<file path="src/mid_pkg.sv">
// Shared types, codes and helpers for the mobile identity element decoder.
// Used by the controller, the datapath and the top level; depends on nothing.
package mid_pkg;

    localparam int BYTE_W   = 8;
    localparam int COUNT_W  = 4;
    localparam int KIND_W   = 2;
    localparam int RTYPE_W  = 2;
    localparam int INDEX_W  = 4;
    localparam int TDATA_W  = 16;
    localparam int TUSER_W  = 4;

    localparam logic [COUNT_W-1:0] GUTI_LEN       = 4'd10;
    localparam logic [COUNT_W-1:0] GUTI_MIN_BYTES = 4'd11;
    localparam logic [3:0]         DIGIT_MAX      = 4'd9;

    localparam logic [KIND_W-1:0] KIND_IMSI  = 2'd0;
    localparam logic [KIND_W-1:0] KIND_IMEI  = 2'd1;
    localparam logic [KIND_W-1:0] KIND_GUTI  = 2'd2;
    localparam logic [KIND_W-1:0] KIND_OTHER = 2'd3;

    localparam logic [RTYPE_W-1:0] RT_DIGIT = 2'd0;
    localparam logic [RTYPE_W-1:0] RT_OCTET = 2'd1;
    localparam logic [RTYPE_W-1:0] RT_END   = 2'd2;

    localparam logic [2:0] TYPE_IMSI    = 3'd1;
    localparam logic [2:0] TYPE_IMEI    = 3'd2;
    localparam logic [2:0] TYPE_IMEISV  = 3'd3;
    localparam logic [2:0] TYPE_GUTI    = 3'd6;

    typedef enum logic [1:0] {
        SEL_DIGIT_LO,
        SEL_DIGIT_HI,
        SEL_OCTET,
        SEL_END
    } out_sel_t;

    typedef struct packed {
        logic     accept;
        logic     load;
        out_sel_t sel;
    } ctrl_cmd_t;

    typedef struct packed {
        logic first;
        logic digits;
        logic guti;
        logic guti_full;
        logic last;
        logic lo_ok;
        logic hi_ok;
        logic oct_done;
        logic out_free;
    } dp_status_t;

    function automatic logic [KIND_W-1:0] kind_of(input logic [BYTE_W-1:0] first_byte);
        logic [KIND_W-1:0] k;
        unique case (first_byte[2:0])
            TYPE_IMSI:               k = KIND_IMSI;
            TYPE_IMEI, TYPE_IMEISV:  k = KIND_IMEI;
            TYPE_GUTI:               k = KIND_GUTI;
            default:                 k = KIND_OTHER;
        endcase
        return k;
    endfunction

endpackage

</file>
<file path="src/mobile_identity_ie_decoder_top.sv">
// Top level of the mobile identity element decoder.
// Instantiates mid_controller and mid_datapath; depends on mid_pkg.
//
// Bytes of one identity element arrive as input words, s_tlast on the final
// byte. IMSI and IMEI elements yield BCD digit words, GUTI elements yield
// ten octet words at the end when at least eleven bytes arrived, and every
// element closes with an end word carrying kind and status on m_tlast. An
// input word passes the controller states for accept, low digit and high
// digit, the controller giving each digit that a byte may yield a state of
// its own; the final byte adds the end word state and, for a full GUTI, the
// octet state, and any stall on m_tready holds the controller in the state
// that waits to load the output.
module mobile_identity_ie_decoder_top import mid_pkg::*; (
    input  logic                aclk,
    input  logic                aresetn,
    input  logic                s_tvalid,
    output logic                s_tready,
    input  logic [BYTE_W-1:0]   s_tdata,   // ie_byte[7:0]
    input  logic                s_tlast,
    output logic                m_tvalid,
    input  logic                m_tready,
    output logic [TDATA_W-1:0]  m_tdata,   // value[7:0], octet_index[11:8], status[12], zeros
    output logic [TUSER_W-1:0]  m_tuser,   // result_type[1:0], kind[3:2]
    output logic                m_tlast
);

    ctrl_cmd_t  cmd;
    dp_status_t status;

    mid_controller u_controller (
        .aclk     (aclk),
        .aresetn  (aresetn),
        .s_tvalid (s_tvalid),
        .s_tready (s_tready),
        .status   (status),
        .cmd      (cmd)
    );

    mid_datapath u_datapath (
        .aclk     (aclk),
        .aresetn  (aresetn),
        .cmd      (cmd),
        .status   (status),
        .in_byte  (s_tdata),
        .in_last  (s_tlast),
        .m_tvalid (m_tvalid),
        .m_tready (m_tready),
        .m_tdata  (m_tdata),
        .m_tuser  (m_tuser),
        .m_tlast  (m_tlast)
    );

endmodule

</file>
<file path="src/mid_datapath.sv">
// Datapath of the mobile identity element decoder: byte and kind registers,
// the GUTI octet store and the output register. Depends on mid_pkg.
module mid_datapath import mid_pkg::*; (
    input  logic                 aclk,
    input  logic                 aresetn,
    input  ctrl_cmd_t            cmd,
    output dp_status_t           status,
    input  logic [BYTE_W-1:0]    in_byte,
    input  logic                 in_last,
    output logic                 m_tvalid,
    input  logic                 m_tready,
    output logic [TDATA_W-1:0]   m_tdata,   // value[7:0], octet_index[11:8], status[12], zeros
    output logic [TUSER_W-1:0]   m_tuser,   // result_type[1:0], kind[3:2]
    output logic                 m_tlast
);

    logic [BYTE_W-1:0]  byte_reg;
    logic               last_reg;
    logic               first_reg;
    logic [COUNT_W-1:0] byte_count_reg, byte_count_next;
    logic [KIND_W-1:0]  kind_reg, kind_next;
    logic [INDEX_W-1:0] oct_idx_reg;
    logic [BYTE_W-1:0]  guti_reg [GUTI_LEN];
    logic [INDEX_W-1:0] wr_idx;
    logic               guti_wr;

    logic               m_valid_reg, m_valid_next;
    logic [RTYPE_W-1:0] rtype_reg, rtype_next;
    logic [BYTE_W-1:0]  value_reg, value_next;
    logic [INDEX_W-1:0] index_reg, index_next;
    logic [KIND_W-1:0]  okind_reg, okind_next;
    logic               ostatus_reg, ostatus_next;
    logic               olast_reg, olast_next;

    always_comb begin
        kind_next = (byte_count_reg == '0) ? kind_of(in_byte) : kind_reg;
        wr_idx    = byte_count_reg - 4'd1;
        guti_wr   = cmd.accept && (kind_next == KIND_GUTI) && (byte_count_reg != '0)
                    && (byte_count_reg <= GUTI_LEN);
        byte_count_next = byte_count_reg;
        if (cmd.accept && (byte_count_reg < GUTI_MIN_BYTES)) begin
            byte_count_next = byte_count_reg + 4'd1;
        end else if (cmd.load && (cmd.sel == SEL_END)) begin
            byte_count_next = '0;
        end
    end

    always_ff @(posedge aclk) begin
        if (!aresetn) begin
            byte_count_reg <= '0;
            kind_reg       <= KIND_IMSI;
        end else begin
            byte_count_reg <= byte_count_next;
            if (cmd.accept) begin
                kind_reg <= kind_next;
            end
        end
    end

    always_ff @(posedge aclk) begin
        if (cmd.accept) begin
            byte_reg  <= in_byte;
            last_reg  <= in_last;
            first_reg <= (byte_count_reg == '0);
        end
        if (guti_wr) begin
            guti_reg[wr_idx] <= in_byte;
        end
        if (cmd.accept) begin
            oct_idx_reg <= '0;
        end else if (cmd.load && (cmd.sel == SEL_OCTET)) begin
            oct_idx_reg <= oct_idx_reg + 4'd1;
        end
    end

    always_comb begin
        status.first     = first_reg;
        status.digits    = (kind_reg == KIND_IMSI) || (kind_reg == KIND_IMEI);
        status.guti      = (kind_reg == KIND_GUTI);
        status.guti_full = (byte_count_reg >= GUTI_MIN_BYTES);
        status.last      = last_reg;
        status.lo_ok     = (byte_reg[3:0] <= DIGIT_MAX);
        status.hi_ok     = (byte_reg[7:4] <= DIGIT_MAX);
        status.oct_done  = (oct_idx_reg == GUTI_LEN - 4'd1);
        status.out_free  = !m_valid_reg || m_tready;
    end

    always_comb begin
        rtype_next   = rtype_reg;
        value_next   = value_reg;
        index_next   = index_reg;
        okind_next   = okind_reg;
        ostatus_next = ostatus_reg;
        olast_next   = olast_reg;
        m_valid_next = m_valid_reg && !m_tready;
        if (cmd.load) begin
            m_valid_next = 1'b1;
            okind_next   = kind_reg;
            index_next   = '0;
            ostatus_next = 1'b0;
            olast_next   = 1'b0;
            unique case (cmd.sel)
                SEL_DIGIT_LO: begin
                    rtype_next = RT_DIGIT;
                    value_next = {4'd0, byte_reg[3:0]};
                end
                SEL_DIGIT_HI: begin
                    rtype_next = RT_DIGIT;
                    value_next = {4'd0, byte_reg[7:4]};
                end
                SEL_OCTET: begin
                    rtype_next = RT_OCTET;
                    value_next = guti_reg[oct_idx_reg];
                    index_next = oct_idx_reg;
                end
                SEL_END: begin
                    rtype_next   = RT_END;
                    value_next   = '0;
                    ostatus_next = (kind_reg == KIND_GUTI) && !status.guti_full;
                    olast_next   = 1'b1;
                end
            endcase
        end
    end

    always_ff @(posedge aclk) begin
        if (!aresetn) begin
            m_valid_reg <= 1'b0;
        end else begin
            m_valid_reg <= m_valid_next;
        end
        rtype_reg   <= rtype_next;
        value_reg   <= value_next;
        index_reg   <= index_next;
        okind_reg   <= okind_next;
        ostatus_reg <= ostatus_next;
        olast_reg   <= olast_next;
    end

    assign m_tvalid = m_valid_reg;
    assign m_tdata  = {3'd0, ostatus_reg, index_reg, value_reg};
    assign m_tuser  = {okind_reg, rtype_reg};
    assign m_tlast  = olast_reg;

endmodule

</file>
<file path="src/mid_controller.sv">
// Controller of the mobile identity element decoder: sequences the results
// of each input word. Depends on mid_pkg.
module mid_controller import mid_pkg::*; (
    input  logic       aclk,
    input  logic       aresetn,
    input  logic       s_tvalid,
    output logic       s_tready,
    input  dp_status_t status,
    output ctrl_cmd_t  cmd
);

    localparam logic [2:0] ST_IDLE  = 3'd0;
    localparam logic [2:0] ST_LO    = 3'd1;
    localparam logic [2:0] ST_HI    = 3'd2;
    localparam logic [2:0] ST_OCTET = 3'd3;
    localparam logic [2:0] ST_END   = 3'd4;

    logic [2:0] state_reg, state_next;
    logic [2:0] after_hi;

    always_comb begin
        after_hi = ST_IDLE;
        if (status.last) begin
            after_hi = (status.guti && status.guti_full) ? ST_OCTET : ST_END;
        end
    end

    always_comb begin
        state_next = state_reg;
        s_tready   = 1'b0;
        cmd.accept = 1'b0;
        cmd.load   = 1'b0;
        cmd.sel    = SEL_END;
        unique case (state_reg)
            ST_IDLE: begin
                s_tready   = 1'b1;
                cmd.accept = s_tvalid;
                if (s_tvalid) begin
                    state_next = ST_LO;
                end
            end
            ST_LO: begin
                cmd.sel = SEL_DIGIT_LO;
                if (status.digits && !status.first && status.lo_ok) begin
                    if (status.out_free) begin
                        cmd.load   = 1'b1;
                        state_next = ST_HI;
                    end
                end else begin
                    state_next = ST_HI;
                end
            end
            ST_HI: begin
                cmd.sel = SEL_DIGIT_HI;
                if (status.digits && status.hi_ok) begin
                    if (status.out_free) begin
                        cmd.load   = 1'b1;
                        state_next = after_hi;
                    end
                end else begin
                    state_next = after_hi;
                end
            end
            ST_OCTET: begin
                cmd.sel = SEL_OCTET;
                if (status.out_free) begin
                    cmd.load = 1'b1;
                    if (status.oct_done) begin
                        state_next = ST_END;
                    end
                end
            end
            ST_END: begin
                cmd.sel = SEL_END;
                if (status.out_free) begin
                    cmd.load   = 1'b1;
                    state_next = ST_IDLE;
                end
            end
            default: begin
                state_next = ST_IDLE;
            end
        endcase
    end

    always_ff @(posedge aclk) begin
        if (!aresetn) begin
            state_reg <= ST_IDLE;
        end else begin
            state_reg <= state_next;
        end
    end

endmodule
</file>
<file path="config.mk">
export PLATFORM = sky130hd
export DESIGN_NAME = mobile_identity_ie_decoder_top
export DESIGN_NICKNAME = d
export VERILOG_FILES = /design/src/mid_pkg.sv /design/src/mobile_identity_ie_decoder_top.sv /design/src/mid_datapath.sv /design/src/mid_controller.sv
export SDC_FILE = /design/constraint.sdc
export NUM_CORES = 1
export LEC_CHECK = 0
export ABC_AREA = 1
export BUFFER_PORTS_ARGS = -buffer_cell sky130_fd_sc_hd__buf_4
export CAP_MARGIN = 20
export CORE_MARGIN = 1
export CORE_UTILIZATION = 64
export DETAILED_ROUTE_END_ITERATION = 8
export PLACE_DENSITY = 0.9
export SETUP_SLACK_MARGIN = 0.15
export SLEW_MARGIN = 10
export SYNTH_ARGS = -nofsm -noshare
export SYNTH_HDL_FRONTEND = slang
export SYNTH_SLANG_ARGS = --single-unit
</file>
<file path="constraint.sdc">
create_clock -name aclk -period 3.68 [get_ports aclk]
set_input_delay 0.552 -clock aclk [delete_from_list [all_inputs] [get_ports aclk]]
set_output_delay 0.552 -clock aclk [all_outputs]
set_load 0.01 [all_outputs]
</file>
# Word level (Yosys, flattened, before mapping)
# Memories as Yosys holds them, arrays and structs flattened. A register that Yosys moved wholly into a read port is not among the register bits.
# Cells that the tools add are included.
# op_classes
add_sub_neg	3
order_cmp	5
eq_ne	21
n_mux	29
reduce_logical	27
# op_table
cell	count
$pmux W8 S4	1
$mux W3	10
$mux W4	4
$pmux W3 S5	1
$eq A3 B2 Y1 const B	4
$le A4 B4 Y1 const B	3
$logic_and A1 B1 Y1	12
$pmux W2 S3	2
$pmux W3 S4	1
$mux W1	9
$add A4 B1 Y4 const B	2
$eq A2 B2 Y1 const B	4
$ne A2 B2 Y1 const B	4
$eq A3 B1 Y1 const B	2
$eq A3 B3 Y1 const B	2
$ne A3 B3 Y1 const B	2
$reduce_and A6 Y1	1
$eq A2 B1 Y1 const B	2
$eq A4 B4 Y1 const B	1
$ge A4 B4 Y1 const B	1
$logic_not A1 Y1	4
$logic_not A2 Y1	2
$logic_not A4 Y1	1
$lt A4 B4 Y1 const B	1
7 further kinds	9
# word_totals
reg_bits	42
ramBits	80
input_bits	13
output_inout_bits	23
wordCells	100
mem_count	1
# mem_list
name	depth	word_bits	rd	rd_ports_with_merged_regs	write_ports	line	rtl
u_datapath.guti_reg	10	8	1	1	1	mid_datapath.sv:23	logic [BYTE_W-1:0] guti_reg [GUTI_LEN];

# Longest topological paths before layout
# logic_depth
word_depth	10
ltp_mapped	11

# By module
# A second synthesis with hierarchy kept.
# hier_totals
cells_unflattened	548
area_unflattened_um2	5532.8
# by_module_without_submodules
module	n_inst	cells_per_inst	area_per_inst_um2
mid_datapath	1	490	5235.0
mid_controller	1	58	297.8

# Worst setup path before layout
# No wires, ideal clock.
# synth_timing
path_kind	reg-to-reg
start	register u_datapath.byte_count_reg[0]
end	memory u_datapath.guti_reg[2][0] (enable)
setup_time_ns	0.383
arrival_ns	1.905
t_required_ns	3.297
setup_slack_ns	1.392
path_stages_with_launch	9
path_buffers	0
path_cell_list	dfxtp_1 > inv_1 > ha_1 > nand2_1 > nor2_2 > nor2_1 > a21oi_1 > nand2_1 > nor3_1
# synth_via
elab_chain_len	8
# synth_lines
element	line	rtl
start, declared	mid_datapath.sv:20	logic [COUNT_W-1:0] byte_count_reg, byte_count_next;
start signal, assigned	mid_datapath.sv:53	byte_count_reg <= byte_count_next;
$logic_not A4 Y1	mid_datapath.sv:36	kind_next = (byte_count_reg == '0) ? kind_of(in_byte) : kind_reg;
$mux W2	mid_datapath.sv:36	
$eq A2 B2 Y1	mid_datapath.sv:38	guti_wr = cmd.accept && (kind_next == KIND_GUTI) && (byte_count_reg != '0)
$logic_and A1 B1 Y1 (2 in series)	mid_datapath.sv:38	
$logic_and A1 B1 Y1	mid_datapath.sv:39	&& (byte_count_reg <= GUTI_LEN);
$mux W1	mid_datapath.sv:66	if (guti_wr) begin
$mux W1 (implied by the code)	mid_datapath.sv:67	guti_reg[wr_idx] <= in_byte;
end, declared	mid_datapath.sv:23	
# Several ways; a longest one is shown, not always the timed one.

# Worst setup path after layout
# layout_timing
start	register u_datapath.byte_count_reg[1]
end	memory u_datapath.guti_reg[4][4] (enable)
# Same word-level chain as after synthesis.

==> metrics.md <==
| Metric | Value |
|---|---|
| Total track usage | 0.309 |
| CTS resizes | 0 |
| Post-synth EDFFs | 107 |
| First DRT Iteration DRCs | 616 |
| Final Hold Fails | 0 |
| Register area share after synthesis | 0.680 |
| Async S/R FF share, synth | 0 |
| Layout filler cell count | 427 |
| Clk_lat worst skew | around 0.54 ns |
| CTS Sinks | 125 |
| Root Buffer | clkbuf_8 |
| Slew HR | 0.487 |
| Die area | 0.00857 mm2 |
| # diodes | 0 |
| Unrepaired setup endpoints after global routing | false |
| Pwr Total | 4.61 mW |
| Crit-path max cell delay | 0.65 ns |
| CP startpoint kind | flip-flop |
| Final Skew | 0.00666 ns |
| Worst r2r path cells | 8 |
| Cell area after synthesis | between 0.005 and 0.006 mm2 |
| CP Cell Sequence | inv_1 > ha_1 > nand2_1 > nor2_2 > nor2_1 > a21oi_1 > nand3_1 > nor2_1 |
| CP Max Fanout | 8 |
| Design Area, Final | 0.00613 mm2 |
| Leak Pwr | 2.38 nW |
| WL/cell | between 15 and 20 um |
| Postcts setup bufs | 0 |
| Vias in the first global route | 3679 |
| Dpl cells | 595 |
| Area growth, synth to finish | 16.8% |
| Final setup TNS | 0 ns |
| IO Port Bufs | 32 |
| Final worst-path cycle share | 0.719 |
| Layout cells sized above 1 | 0.156 |
| Vias | approximately 3900 |
| Die height | 92.6 um |
| CTS tree | yes |
| DP Area | 0.00557 mm2 |
| Clock buffer count from CTS | 17 |
| DRC | 0 |
| Routability Congestion | 0.862 |
| Pin count of the biggest net entering global routing | 42 |
| Placement Setup Slack | 1.13 ns |
| Setup violators final | 0 |
| Post-route insts no fill | 628 |
| Worst path most repeated cell | nor2_1 |
| Vias per inst | 6.23 |
| # rows | 32 |
| CP Capture Type | flip-flop |
| PwrDens | 752 mW/mm2 |
| Starting Density | 0.669 |
| Gate family responsible for the most delay along the worst path | simple AND/OR/NAND/NOR gates |
| Peak VDD IR | 0.411 mV |
| Synth Instances | ~470 |
| Post-DRT Antenna Nets | 0 |
| Number of flip-flops in the largest register | 80 |
| Flop2flop setup slack | 1.03 ns |
| Layout Nets | 533 |
| CP arrival | 2.81 ns |
| Most frequent cells in the layout | 107 x edfxtp_1, 106 x nand2_1, 60 x nand3_1 |
| Slowest library cell on the worst path | nor2_1 |
| Worst Tran Pin Value | 0.767 ns |
| Main flop type after synthesis | edfxtp_1 |
| Hold Path Cell Cnt | 1 |
| First-pass GRT wire length | approximately 19000 um |
| Seq cells post-synth | 125 |
| Crit. path cell count | 8 |
| Status | finished, final reports clean |
| Clock H-tree levels | 4 |
| YS warnings | 0 |
| Worst hold path type | primary input to flip-flop |
| Die width | 92.6 um |
| Fin. max-slew vios | 0 |
| Number of max-cap violations | 0 |
| Initial antenna violation count | 0 |
| FMAX | 378 MHz |
| CTS Hold Bufs | 0 |
| Clock transition at path regs | 0.05 ns |
| Number of detailed-routing iterations run before antenna repair | 5 |
| Commonest non-fill, non-tap cell in the layout | edfxtp_1 |
| Total Wirelength | 12400 um |
| Core ar. | 0.00785 mm2 |
| IO Count | 36 |
| Setup ws final | slightly above 1 ns |
| Critical path class | flip-flop to flip-flop |
| CP required | between 3 and 4 ns |
| Synth cell types | 35 |
| Min Tclk post-route | 2.65 ns |
| Buf/Inv on CP | 1 |
| Clock Tree Buf Depth | 2 |
| Congestion Overflow GR | 0 |
| Syn_area_per_cell | ~11 um2 |
| Dpl hpwl | 7190 um |
cell families after synthesis:
kind of cell,count (synthesis),synth area share
AOI/OAI and AO/OA,63,0.0665
other,1,0.000714
DFF,125,0.680
adders and majority gates,7,0.0167
buffers and inverters,56,0.0443
xor gates and xnor gates,3,0.00500
and+or+nand+nor,218,0.186
per-layer routing:
layer	GRT usage	wire length, um
met5	0	0
met4	0.161	504
met1	0.385	4400
met2	0.496	6070
met3	0.0829	1410
metrics by stage:
| stage | hold WS, ns | util |
|---|---|---|
| after global placement | 0.464 | 0.710 |
| after detailed placement | 0.456 | 0.710 |
| after floorplan | 0.431 | - |
| after CTS | 0.192 | 0.778 |
| final | 0.193 | 0.782 |
| after global routing | 0.195 | 0.782 |
Yosys cell counts (2+ instances only):
cell type	number	area share
a21oi_1	33	0.031
a22oi_1	6	0.0086
buf_2	3	0.0029
buf_4	5	0.0071
clkbuf_1	10	0.0071
dfxtp_1	18	0.069
edfxtp_1	107	0.61
ha_1	7	0.017
inv_1	34	0.024
inv_2	3	0.0021
nand2_1	106	0.076
nand2_2	2	0.0024
nand3_1	60	0.057
nor2_1	32	0.023
nor2_2	2	0.0024
nor2_4	2	0.0043
nor3_1	6	0.0057
nor3_2	2	0.0038
o211ai_1	2	0.0029
o21ai_0	15	0.014
o21bai_1	2	0.0029
or2_2	2	0.0024
xor2_1	2	0.0033
where the power goes:
group	total, mW	switching [mW]	internal [mW]
registers	1.87	0.122	1.75
clock network	1.53	0.589	0.942
logic	1.21	0.812	0.399
path summary, 6_finish.rpt:
path                                                             to                                      start
worst min-delay path                  u_datapath.last_reg$_DFFE_PP_                                    s_tlast
worst min register to register    u_datapath.okind_reg[0]$_DFFE_PN_        u_datapath.kind_reg[0]$_SDFFE_PN0P_
worst max register to register  u_datapath.guti_reg[4][4]$_DFFE_PP_  u_datapath.byte_count_reg[1]$_SDFFE_PN0P_
worst max-delay path            u_datapath.guti_reg[4][4]$_DFFE_PP_  u_datapath.byte_count_reg[1]$_SDFFE_PN0P_
layout make-up:
| cell class | instances | area (um2) | share of cell area |
|---|---|---|---|
| clock inverters | 8 | 66.3 | 0.0108 |
| clock buffers | 24 | 470 | 0.0767 |
| repair buffers | 38 | 305 | 0.0498 |
| inverters | 37 | 139 | 0.0226 |
| multi-input cells | 294 | 1450 | 0.237 |
| well taps | 102 | 128 | 0.0208 |
| flip-flops and latches | 125 | 3570 | 0.583 |
worst register-to-register path: stages, from the launching register on:
cell and delay (ns):
dfxtp_1 0.35, inv_1 0.16, ha_1 0.22, nand2_1 0.07, nor2_2 0.23, nor2_1 0.07, a21oi_1 0.28, nand3_1 0.25
nor2_1 0.65
(Power assumes the default switching activity.)
